## src/rtl/cdt_pkg.sv

```systemverilog
// Shared types, codes and field layout for the countdown timer table.
`default_nettype none

package cdt_pkg;

  // Table geometry
  localparam int SLOTS      = 16;
  localparam int COUNT_BITS = 16;
  localparam int SIDX       = (SLOTS > 1) ? $clog2(SLOTS) : 1;
  localparam int CMP_W      = (SIDX > 4) ? SIDX : 4;

  // Field widths
  localparam int CMD_W   = 2;
  localparam int DELAY_W = 16;
  localparam int TAG_W   = 32;
  localparam int SLOT_W  = 4;
  localparam int KIND_W  = 3;

  // Input data word, lowest bit first: delay, tag, slot (cmd travels in tuser)
  localparam int IN_RAW_W    = DELAY_W + TAG_W + SLOT_W;
  localparam int IN_TDATA_W  = ((IN_RAW_W + 7) / 8) * 8;
  // Output data word, lowest bit first: slot, tag (kind travels in tuser)
  localparam int OUT_RAW_W   = SLOT_W + TAG_W;
  localparam int OUT_TDATA_W = ((OUT_RAW_W + 7) / 8) * 8;

  localparam logic [COUNT_BITS-1:0] COUNT_MAX = '1;

  // Commands
  localparam logic [CMD_W-1:0] CMD_ADD    = 2'd0;
  localparam logic [CMD_W-1:0] CMD_CANCEL = 2'd1;
  localparam logic [CMD_W-1:0] CMD_TICK   = 2'd2;

  // Result kinds
  localparam logic [KIND_W-1:0] KIND_ADDED     = 3'd0;
  localparam logic [KIND_W-1:0] KIND_FULL      = 3'd1;
  localparam logic [KIND_W-1:0] KIND_CANCELLED = 3'd2;
  localparam logic [KIND_W-1:0] KIND_NOT_FOUND = 3'd3;
  localparam logic [KIND_W-1:0] KIND_FIRED     = 3'd4;
  localparam logic [KIND_W-1:0] KIND_IDLE      = 3'd5;

  // One timer entry as it travels around the ring
  typedef struct packed {
    logic                  pending;
    logic [COUNT_BITS-1:0] rem;
    logic [TAG_W-1:0]      tag;
  } ent_t;

  // What the head unit did to the entry passing it
  typedef struct packed {
    logic             take;
    logic             hit;
    logic             fire;
    logic [TAG_W-1:0] tag;
  } head_res_t;

  // Clamp a requested delay to the counter range
  function automatic logic [COUNT_BITS-1:0] sat_delay(input logic [DELAY_W-1:0] delay);
    logic [31:0] d;
    d = 32'(delay);
    if (d > 32'(COUNT_MAX)) begin
      return COUNT_MAX;
    end
    return COUNT_BITS'(d);
  endfunction

endpackage

`default_nettype wire

```

## src/rtl/countdown_timer_table_core.sv

```systemverilog
// Countdown timer table: top level with ring sequencer and output register.
//
// Usage:
//   Input words arrive on s_tvalid/s_tready with the command in s_tuser and
//   its operands in s_tdata: add a timer (delay, tag), cancel a slot, or
//   advance all timers one tick.
//   Results leave on m_tvalid/m_tready with the result kind in m_tuser, slot
//   and tag in m_tdata, and m_tlast set on the final result of each command.
//   Add and cancel give one result; a tick gives one result per fired timer
//   in ascending slot order, or one idle result.
//   The timers sit in a ring of SLOTS cells that rotates one place a cycle
//   unless the output stalls; every add, cancel or tick makes one full turn
//   past the head unit. The final result is registered in the finish state
//   that follows the turn (fired results may show during it). The ring turn
//   sets the rate; one word is worked on at a time and s_tready is high only
//   between commands. The unused command code gives no result and makes no
//   turn. When the receiver stalls, the ring holds in place until the output
//   register frees up, and no result is lost.
//   Reset (rst, synchronous) empties the table and drops any result in
//   flight.
`default_nettype none

module countdown_timer_table_core
  import cdt_pkg::*;
(
  input  wire logic                   clk,
  input  wire logic                   rst,
  // delay[15:0], tag[47:16], slot[51:48], zero fill above
  input  wire logic [IN_TDATA_W-1:0]  s_tdata,
  // cmd[1:0]
  input  wire logic [CMD_W-1:0]       s_tuser,
  input  wire logic                   s_tvalid,
  output logic                        s_tready,
  // slot_out[3:0], tag_out[35:4], zero fill above
  output logic [OUT_TDATA_W-1:0]      m_tdata,
  // kind[2:0]
  output logic [KIND_W-1:0]           m_tuser,
  output logic                        m_tvalid,
  output logic                        m_tlast,
  input  wire logic                   m_tready
);

  localparam logic [1:0] ST_IDLE   = 2'd0;
  localparam logic [1:0] ST_SWEEP  = 2'd1;
  localparam logic [1:0] ST_FINISH = 2'd2;

  logic [1:0]         state;
  logic [CMD_W-1:0]   cmd;
  logic [DELAY_W-1:0] delay;
  logic [TAG_W-1:0]   tag;
  logic [SLOT_W-1:0]  slot;
  logic [SIDX-1:0]    step;
  logic               found;
  logic [SIDX-1:0]    found_slot;
  logic               held_valid;
  logic [SIDX-1:0]    held_slot;
  logic [TAG_W-1:0]   held_tag;

  logic [KIND_W-1:0]  o_kind;
  logic [SLOT_W-1:0]  o_slot;
  logic [TAG_W-1:0]   o_tag;
  logic               o_last;
  logic               o_valid;

  logic [KIND_W-1:0]  o_kind_next;
  logic [SLOT_W-1:0]  o_slot_next;
  logic [TAG_W-1:0]   o_tag_next;
  logic               o_last_next;
  logic               out_load;
  logic               out_free;
  logic               advance;
  logic               shift;
  logic               in_acc;

  ent_t               ring [SLOTS];
  ent_t               head_out;
  head_res_t          head_res;

  assign in_acc   = s_tvalid && s_tready;
  assign s_tready = (state == ST_IDLE);
  assign out_free = !o_valid || m_tready;
  assign advance  = !(head_res.fire && held_valid) || out_free;
  assign shift    = (state == ST_SWEEP) && advance;

  // Ring of slot cells rotating toward the head
  for (genvar k = 0; k < SLOTS; k++) begin : g_cell
    if (k == SLOTS - 1) begin : g_tail
      cdt_cell u_cell (.clk(clk), .rst(rst), .shift(shift), .d(head_out), .q(ring[k]));
    end else begin : g_mid
      cdt_cell u_cell (.clk(clk), .rst(rst), .shift(shift), .d(ring[k+1]), .q(ring[k]));
    end
  end

  cdt_head u_head (
    .cmd     (cmd),
    .delay   (delay),
    .tag     (tag),
    .slot    (slot),
    .step    (step),
    .found   (found),
    .ent_in  (ring[0]),
    .ent_out (head_out),
    .res     (head_res)
  );

  // Sequencer: latch command, turn the ring once for a valid command, then finish
  always_ff @(posedge clk) begin
    if (rst) begin
      state      <= ST_IDLE;
      step       <= '0;
      found      <= 1'b0;
      held_valid <= 1'b0;
    end else begin
      case (state)
        ST_IDLE: begin
          if (in_acc) begin
            step       <= '0;
            found      <= 1'b0;
            held_valid <= 1'b0;
            if (s_tuser == CMD_ADD || s_tuser == CMD_CANCEL || s_tuser == CMD_TICK) begin
              state <= ST_SWEEP;
            end
          end
        end
        ST_SWEEP: begin
          if (advance) begin
            if (head_res.take || head_res.hit) begin
              found <= 1'b1;
            end
            if (head_res.fire) begin
              held_valid <= 1'b1;
            end
            step <= step + SIDX'(1);
            if (step == SIDX'(SLOTS - 1)) begin
              state <= ST_FINISH;
            end
          end
        end
        ST_FINISH: begin
          if (out_free) begin
            state <= ST_IDLE;
          end
        end
        default: begin
          state <= ST_IDLE;
        end
      endcase
    end
  end

  // Command fields and sweep bookkeeping
  always_ff @(posedge clk) begin
    if (in_acc) begin
      cmd   <= s_tuser;
      delay <= s_tdata[15:0];
      tag   <= s_tdata[47:16];
      slot  <= s_tdata[51:48];
    end
    if (shift && head_res.take) begin
      found_slot <= step;
    end
    if (shift && head_res.fire) begin
      held_slot <= step;
      held_tag  <= head_res.tag;
    end
  end

  // Select the next result word
  always_comb begin
    out_load    = 1'b0;
    o_kind_next = KIND_IDLE;
    o_slot_next = '0;
    o_tag_next  = '0;
    o_last_next = 1'b1;
    case (state)
      ST_SWEEP: begin
        // A new fire pushes out the one held before it
        if (head_res.fire && held_valid && out_free) begin
          out_load    = 1'b1;
          o_kind_next = KIND_FIRED;
          o_slot_next = SLOT_W'(held_slot);
          o_tag_next  = held_tag;
          o_last_next = 1'b0;
        end
      end
      ST_FINISH: begin
        out_load = out_free;
        case (cmd)
          CMD_ADD: begin
            o_kind_next = found ? KIND_ADDED : KIND_FULL;
            o_slot_next = found ? SLOT_W'(found_slot) : '0;
          end
          CMD_CANCEL: begin
            o_kind_next = found ? KIND_CANCELLED : KIND_NOT_FOUND;
            o_slot_next = slot;
          end
          CMD_TICK: begin
            if (held_valid) begin
              o_kind_next = KIND_FIRED;
              o_slot_next = SLOT_W'(held_slot);
              o_tag_next  = held_tag;
            end
          end
          default: begin
          end
        endcase
      end
      default: begin
      end
    endcase
  end

  // Output register
  always_ff @(posedge clk) begin
    if (rst) begin
      o_valid <= 1'b0;
    end else if (out_load) begin
      o_valid <= 1'b1;
    end else if (m_tready) begin
      o_valid <= 1'b0;
    end
  end

  always_ff @(posedge clk) begin
    if (out_load) begin
      o_kind <= o_kind_next;
      o_slot <= o_slot_next;
      o_tag  <= o_tag_next;
      o_last <= o_last_next;
    end
  end

  assign m_tvalid = o_valid;
  assign m_tlast  = o_last;
  assign m_tuser  = o_kind;
  assign m_tdata  = OUT_TDATA_W'({o_tag, o_slot});

  // Never overwrite a result the receiver has not taken
  a_no_overwrite: assert property (@(posedge clk) disable iff (rst)
    out_load |-> (!o_valid || m_tready))
    else $error("result register overwritten");

  // Only a tick may fire timers
  a_fire_on_tick: assert property (@(posedge clk) disable iff (rst)
    (state == ST_SWEEP && head_res.fire) |-> (cmd == CMD_TICK))
    else $error("timer fired outside a tick");

  // An add claims at most one slot per sweep
  a_single_take: assert property (@(posedge clk) disable iff (rst)
    (state == ST_SWEEP && head_res.take) |-> !found)
    else $error("add claimed a second slot");

  // The finish step only follows a ring turn
  a_finish_order: assert property (@(posedge clk) disable iff (rst)
    (state == ST_FINISH && $past(state) != ST_FINISH) |-> ($past(state) == ST_SWEEP))
    else $error("finish reached without a sweep");

endmodule

`default_nettype wire

```

## src/rtl/cdt_cell.sv

```systemverilog
// One slot of the rotating timer ring.
`default_nettype none

module cdt_cell
  import cdt_pkg::*;
(
  input  wire logic clk,
  input  wire logic rst,
  input  wire logic shift,
  input  wire ent_t d,
  output ent_t      q
);

  logic                  pending;
  logic [COUNT_BITS-1:0] rem;
  logic [TAG_W-1:0]      tag;

  // Pending flag is control state and clears on reset
  always_ff @(posedge clk) begin
    if (rst) begin
      pending <= 1'b0;
    end else if (shift) begin
      pending <= d.pending;
    end
  end

  // Count and tag are only meaningful while pending
  always_ff @(posedge clk) begin
    if (shift) begin
      rem <= d.rem;
      tag <= d.tag;
    end
  end

  assign q = '{pending: pending, rem: rem, tag: tag};

endmodule

`default_nettype wire

```

## src/rtl/cdt_head.sv

```systemverilog
// Head unit: applies the current command to the entry leaving the ring.
`default_nettype none

module cdt_head
  import cdt_pkg::*;
(
  input  wire logic [CMD_W-1:0]   cmd,
  input  wire logic [DELAY_W-1:0] delay,
  input  wire logic [TAG_W-1:0]   tag,
  input  wire logic [SLOT_W-1:0]  slot,
  input  wire logic [SIDX-1:0]    step,
  input  wire logic               found,
  input  wire ent_t               ent_in,
  output ent_t                    ent_out,
  output head_res_t               res
);

  always_comb begin
    ent_out = ent_in;
    res     = '0;
    case (cmd)
      CMD_ADD: begin
        // Claim the first free slot seen in this sweep
        if (!ent_in.pending && !found) begin
          ent_out.pending = 1'b1;
          ent_out.rem     = sat_delay(delay);
          ent_out.tag     = tag;
          res.take        = 1'b1;
        end
      end
      CMD_CANCEL: begin
        // Free the addressed slot if it holds a timer
        if (ent_in.pending && (CMP_W'(step) == CMP_W'(slot))) begin
          ent_out.pending = 1'b0;
          res.hit         = 1'b1;
        end
      end
      CMD_TICK: begin
        // Fire at count one or zero, otherwise count down
        if (ent_in.pending) begin
          if (ent_in.rem[COUNT_BITS-1:1] == '0) begin
            ent_out.pending = 1'b0;
            res.fire        = 1'b1;
            res.tag         = ent_in.tag;
          end else begin
            ent_out.rem = ent_in.rem - COUNT_BITS'(1);
          end
        end
      end
      default: begin
      end
    endcase
  end

endmodule

`default_nettype wire

```

## config.mk

```make
export PLATFORM = sky130hd
export DESIGN_NAME = countdown_timer_table_core
export DESIGN_NICKNAME = d
export VERILOG_FILES = /design/src/rtl/cdt_pkg.sv /design/src/rtl/countdown_timer_table_core.sv /design/src/rtl/cdt_cell.sv /design/src/rtl/cdt_head.sv
export SDC_FILE = /design/constraint.sdc
export NUM_CORES = 1
export LEC_CHECK = 0
export BUFFER_PORTS_ARGS = -buffer_cell sky130_fd_sc_hd__buf_2
export CORE_ASPECT_RATIO = 0.6
export CORE_MARGIN = 5
export CORE_UTILIZATION = 55
export DETAILED_ROUTE_END_ITERATION = 8
export PLACE_DENSITY = 0.69
export SKIP_CTS_REPAIR_TIMING = 1
export SLEW_MARGIN = 5
export SYNTH_ARGS = -nofsm -noshare
export SYNTH_HDL_FRONTEND = slang
export SYNTH_SLANG_ARGS = --single-unit
```

## constraint.sdc

```tcl
create_clock -name clk -period 7.21 [get_ports clk]
set_input_delay 0.721 -clock clk [delete_from_list [all_inputs] [get_ports clk]]
set_output_delay 0.721 -clock clk [all_outputs]
set_load 0.1 [all_outputs]
```

; Word-level counts from Yosys, hierarchy flattened
; Cells that the tools add are included.
[totals]
ff_bits = 927
latch_bits = 0
ramBits = 0
romBits = 0
out_inout_bits = 46
mem_count = 0
[classes]
addsub = 2
n_mul = 0
n_div = 0
n_lt_le_gt_ge = 0
eq_ne = 15
shift = 0
muxes = 51
bitwise = 0
reduce_logical = 28
[op_table]
columns = op, count
row1 = $mux W32, 4
row2 = $mux W33, 3
row3 = $pmux W32 S2, 1
row4 = $mux W49, 1
row5 = $pmux W16 S2, 1
row6 = $mux W4, 5
row7 = $mux W1, 19
row8 = $mux W17, 1
row9 = $mux W16, 1
row10 = $pmux W4 S2, 2
row11 = $sub A16 B1 Y16 const B, 1
row12 = $logic_not A15 Y1, 1
row13 = $pmux W4 S3, 1
row14 = $mux W2, 5
row15 = $pmux W3 S3, 1
row16 = $logic_and A1 B1 Y1, 8
row17 = $ne A2 B1 Y1 const B, 4
row18 = $reduce_and A4 Y1, 2
row19 = $eq A2 B1 Y1 const B, 3
row20 = $eq A2 B2 Y1 const B, 3
row21 = $logic_not A2 Y1, 3
row22 = $ne A2 B2 Y1 const B, 3
row23 = $pmux W1 S2, 3
row24 = $pmux W2 S3, 1
row25 = other kinds (10), 19

; Longest topological paths before layout
[logic_depth]
ltp_word = 9
mapped_depth = 8

; By module
; Synthesis repeated with hierarchy kept, for this count alone.
[hier_totals]
hier_cells = 1369
hier_area_um2 = 30162.7
[by_module_without_submodules]
columns = module, n_inst, cells_each, area_per_inst_um2, seq_area_each_um2
row1 = cdt_cell, 16, 52, 1482.7, 1461.4
row2 = countdown_timer_table_core, 1, 271, 5041.1, 4204.0
row3 = cdt_head, 1, 266, 1398.8, 0.0

; Worst setup path after synthesis
; No wires, ideal clock.
[synth_timing]
path_kind = register -> register
start = reg o_valid, in the netlist m_tvalid
end = reg held_slot[0], enable pin
t_arrival_ns = 6.087
setup_slack_ns = 0.726
path_stages_with_launch = 6
path_buffers = 1
period_less_slack_ns = 6.484
path_cell_list = dfxtp_1 nand2b_1 o31ai_4 inv_4 buf_6 and2_1
[synth_via]
elab_chain_len = 5
[synth_lines]
columns = element, line_no
row1 = "start, declared", countdown_timer_table_core.sv:63  ; logic o_valid;
row2 = "start signal, assigned", countdown_timer_table_core.sv:216  ; o_valid <= 1'b0;
row3 = "start signal, assigned", countdown_timer_table_core.sv:218  ; o_valid <= 1'b1;
row4 = "start signal, assigned", countdown_timer_table_core.sv:220  ; o_valid <= 1'b0;
row5 = $logic_not A1 Y1, countdown_timer_table_core.sv:81  ; assign out_free = !o_valid || m_tready;
row6 = $logic_or A1 B1 Y1, countdown_timer_table_core.sv:81
row7 = $logic_or A1 B1 Y1, countdown_timer_table_core.sv:82  ; assign advance = !(head_res.fire && held_valid) || out_free;
row8 = $logic_and A1 B1 Y1, countdown_timer_table_core.sv:83  ; assign shift = (state == ST_SWEEP) && advance;
row9 = net g_cell[0].g_mid.u_cell.shift, cdt_cell.sv:9  ; input wire logic shift,
row10 = $logic_and A1 B1 Y1, countdown_timer_table_core.sv:162  ; if (shift && head_res.fire) begin
row11 = "end signal, assigned", countdown_timer_table_core.sv:163  ; held_slot <= step;
row12 = "end, declared", countdown_timer_table_core.sv:56  ; logic [SIDX-1:0] held_slot;
; The timed path passes the listed nets, and every way through them passes these cells.
; A chain may end at the register's enable or synchronous reset.

; Worst setup path in the final report
[layout_timing]
start = reg g_cell[0].g_mid.u_cell.rem[14]
end = reg g_cell[15].g_tail.u_cell.rem[13], enable pin
[layout_via]
elab_chain_len = 8
[layout_lines]
columns = element, line_no
row1 = "start, declared", cdt_cell.sv:15  ; logic [COUNT_BITS-1:0] rem;
row2 = "start signal, assigned", cdt_cell.sv:30  ; rem <= d.rem;
row3 = $logic_not A15 Y1, cdt_head.sv:41  ; if (ent_in.rem[COUNT_BITS-1:1] == '0) begin
row4 = $mux W33, cdt_head.sv:41
row5 = $mux W33, cdt_head.sv:40  ; if (ent_in.pending) begin
row6 = $mux W33, cdt_head.sv:21  ; case (cmd)
row7 = $logic_and A1 B1 Y1, countdown_timer_table_core.sv:82
row8 = $logic_not A1 Y1, countdown_timer_table_core.sv:82
row9 = $logic_or A1 B1 Y1, countdown_timer_table_core.sv:82
row10 = $logic_and A1 B1 Y1, countdown_timer_table_core.sv:83
row11 = "end signal, assigned", cdt_cell.sv:30
row12 = "end, declared", cdt_cell.sv:15
; Every way passes these cells.

==> out/results.txt <==
ys async rst share = 0%
Hold Path Depth = 1
outcome = completed
largest area contributor in the netlist = edfxtp_1
setup TNS = 0 ns
most frequent cells in the layout = edfxtp_1, nand2_1, buf_2, clkbuf_16, and2_1
RePlAce Congestion = 0.829
Reg2Reg Depth = 5
CP startpoint kind = flip-flop
CP Capture Type = flip-flop
vias = 12300
Vias per Instance = 5.30
grt ovf = 0
Pre-antenna DRT Iters = 5
routed len/inst = 19.7 um
Die Y = 191 um
Hold WC Path Type = in2reg
# DRC = 0
Slew HR = 16.1%
clock sink count = 927
Worst Path Required = 7.40 ns
Critical Path AT = 4.78 ns
Longest Clk Path Bufs = 3
pin count of the biggest net entering global routing = 227
Warnings, synthesis = 0
share of cells above drive strength 1 = 14.8%
die width = 312 um
endpoints failing setup = 0
final hold vios = 0
post-synthesis average cell area = 21.8 um2
vias in the first global route = 12100
Post-Synthesis Cells = 1383
Post-DP HPWL = 25.5 mm
PortBufs = 99
Tmin final = 4.59 ns
top_reg_cell synth = edfxtp_1
Sequential cell area = 27600 um2
fillcell total = 3641
Slew @ Worst Pin = 1.26 ns
RSZ-0062 raised after global routing = false
GR Util All Layers = 15.3%
main area contributors after synthesis = edfxtp_1, nand2_1, dfxtp_1, and2_1, a21oi_1
f_max = 218 MHz
Pleak = 11.2 nW
Seq/Total Area, Yosys = 91.5%
most common cell after layout, fill and taps aside = edfxtp_1
htree depth = 3
CTS Root Cell = clkbuf_16
Power Density = 421 nW/um2
ANT nets after route = 0
CP Class = reg2reg
clk_skew = 0.0193 ns
max cap viols = 0
core area = 54200 um2
mapped cell area = 30100 um2
Die Area = 59700 um2
max-slew violations = 0
crit path max fanout = 226
Row Count = 66
maximum vdd drop = 273 uV
Post-synth EDFFs = 902
IO Pins = 108
Yosys cell types = 64
DR iter-0 viols = 1319
CP bufs+invs = 2
Crit. path cell count = 5
crit share post-route = 63.7%
total wire length = 45.8 mm
synthesis-stage register bit count = 927
Reg clk slew, reported paths = 0.07 ns
initial antenna violation count = 2
Final Util = 62.9%
crit-path cells = or4_4 > or4b_4 > o31ai_4 > inv_16 > buf_12
reg2reg setup slack = 2.62 ns
# nets final = 1608
Worst path max stage delay = 0.94 ns
first-pass GRT wire length = 69.7 mm
CTS Buf Count = 78
Area Overhead vs Synth = 13.1%
CP max-delay cell = o31ai_4
share of Yosys cell area claimed by the top area cell type = 89.9%
later-pin clock latency in the skew report = 0.61 ns
multi-input combinational cell area = 2360 um2
TritonCTS clock tree = done
initial core utilization = 55.6%
CP delay by family, top = simple AND/OR/NAND/NOR gates
registers in the layout (all words and copies together) (netlist names), 2 cells and up:
name / count
held_slot: 4
g_cell.g_mid.u_cell.tag: 480
g_cell.g_tail.u_cell.tag: 32
g_cell.g_mid.u_cell.pending: 15
m_tuser: 3
g_cell.g_mid.u_cell.rem: 240
state: 2
g_cell.g_tail.u_cell.rem: 16
slot: 4
step: 4
cmd: 2
delay: 16
tag: 32
found_slot: 4
held_tag: 32
o_tag: 32
o_slot: 4
cell type report:
cell class                      count  share of cell area (%)
Multi-Input combinational cell    413                    6.93
Timing Repair Buffer              109                    1.78
Inverter                           12                   0.180
Clock buffer                       91                    5.99
Clock inverter                     53                    1.52
Antenna cell                        4                  0.0294
Tap cell                          714                    2.62
Sequential cell                   927                    80.9
metal layers:
metal / vias to the layer above / GRT usage (%) / part of all wire [%]
met4: 2 / 4.61 / 2.1
met2: 295 / 21.2 / 42
met5: - / 0 / 0.028
li1: 5674 / - / -
met3: 79 / 3.99 / 5.6
met1: 6255 / 24.3 / 50
cells in the mapped netlist, types with 8 or more instances:
cell type / instances
nand2_1: 147
nor2_1: 20
a22oi_1: 8
edfxtp_1: 902
inv_1: 10
a21oi_1: 22
mux2i_1: 10
clkbuf_1: 21
nor3_1: 17
o21ai_0: 12
dfxtp_1: 25
nand3_1: 9
and2_1: 65
o22ai_1: 8
logic make-up (layout without fill, tap and decap cells):
| kind of cell | after synthesis | in the layout | share of synthesized area (%) |
|---|---|---|---|
| flip-flops | 927 | 927 | 91.5 |
| buffers and inverters | 46 | 265 | 0.727 |
| other | 1 | 8 | 0.0124 |
| XOR/XNOR | 5 | 5 | 0.145 |
| multiplexers | 10 | 10 | 0.332 |
| AND/OR/NAND/NOR | 291 | 291 | 4.69 |
| AO/OA/AOI/OAI | 98 | 98 | 2.36 |
| adder cells (fa/ha/maj) | 5 | 5 | 0.208 |
through the flow:
stage	setup WS [ns]	power, mW	instances	hold slack (ns)	instance area, um2
final	2.62	14.4	2323	0.283	34100
after detailed placement	2.88	10.3	2175	0.405	31500
after CTS	2.86	14.5	2319	0.227	34100
after global routing	2.64	15.0	2319	0.240	34100
after global placement	2.92	10.2	2175	0.400	31500
after floorplan	0.726	9.76	1386	0.400	30200
final timing paths:
kind	end	start
setup / recovery	g_cell[15].g_tail.u_cell.rem[13]	g_cell[0].g_mid.u_cell.rem[14]
hold / removal	tag[28]	s_tdata[44]
setup reg to reg	g_cell[15].g_tail.u_cell.rem[13]	g_cell[0].g_mid.u_cell.rem[14]
hold reg to reg	g_cell[13].g_mid.u_cell.tag[15]	g_cell[14].g_mid.u_cell.tag[15]
power breakdown:
part	switching (mW)	internal (mW)	leakage [nW]	total [mW]
logic	1.35	0.224	1.42	1.57
registers	0.467	8.12	8.49	8.59
clock network	1.79	2.40	1.25	4.19
total	3.61	10.7	11.2	14.4
Note: power is estimated with default switching activity, not from simulation.
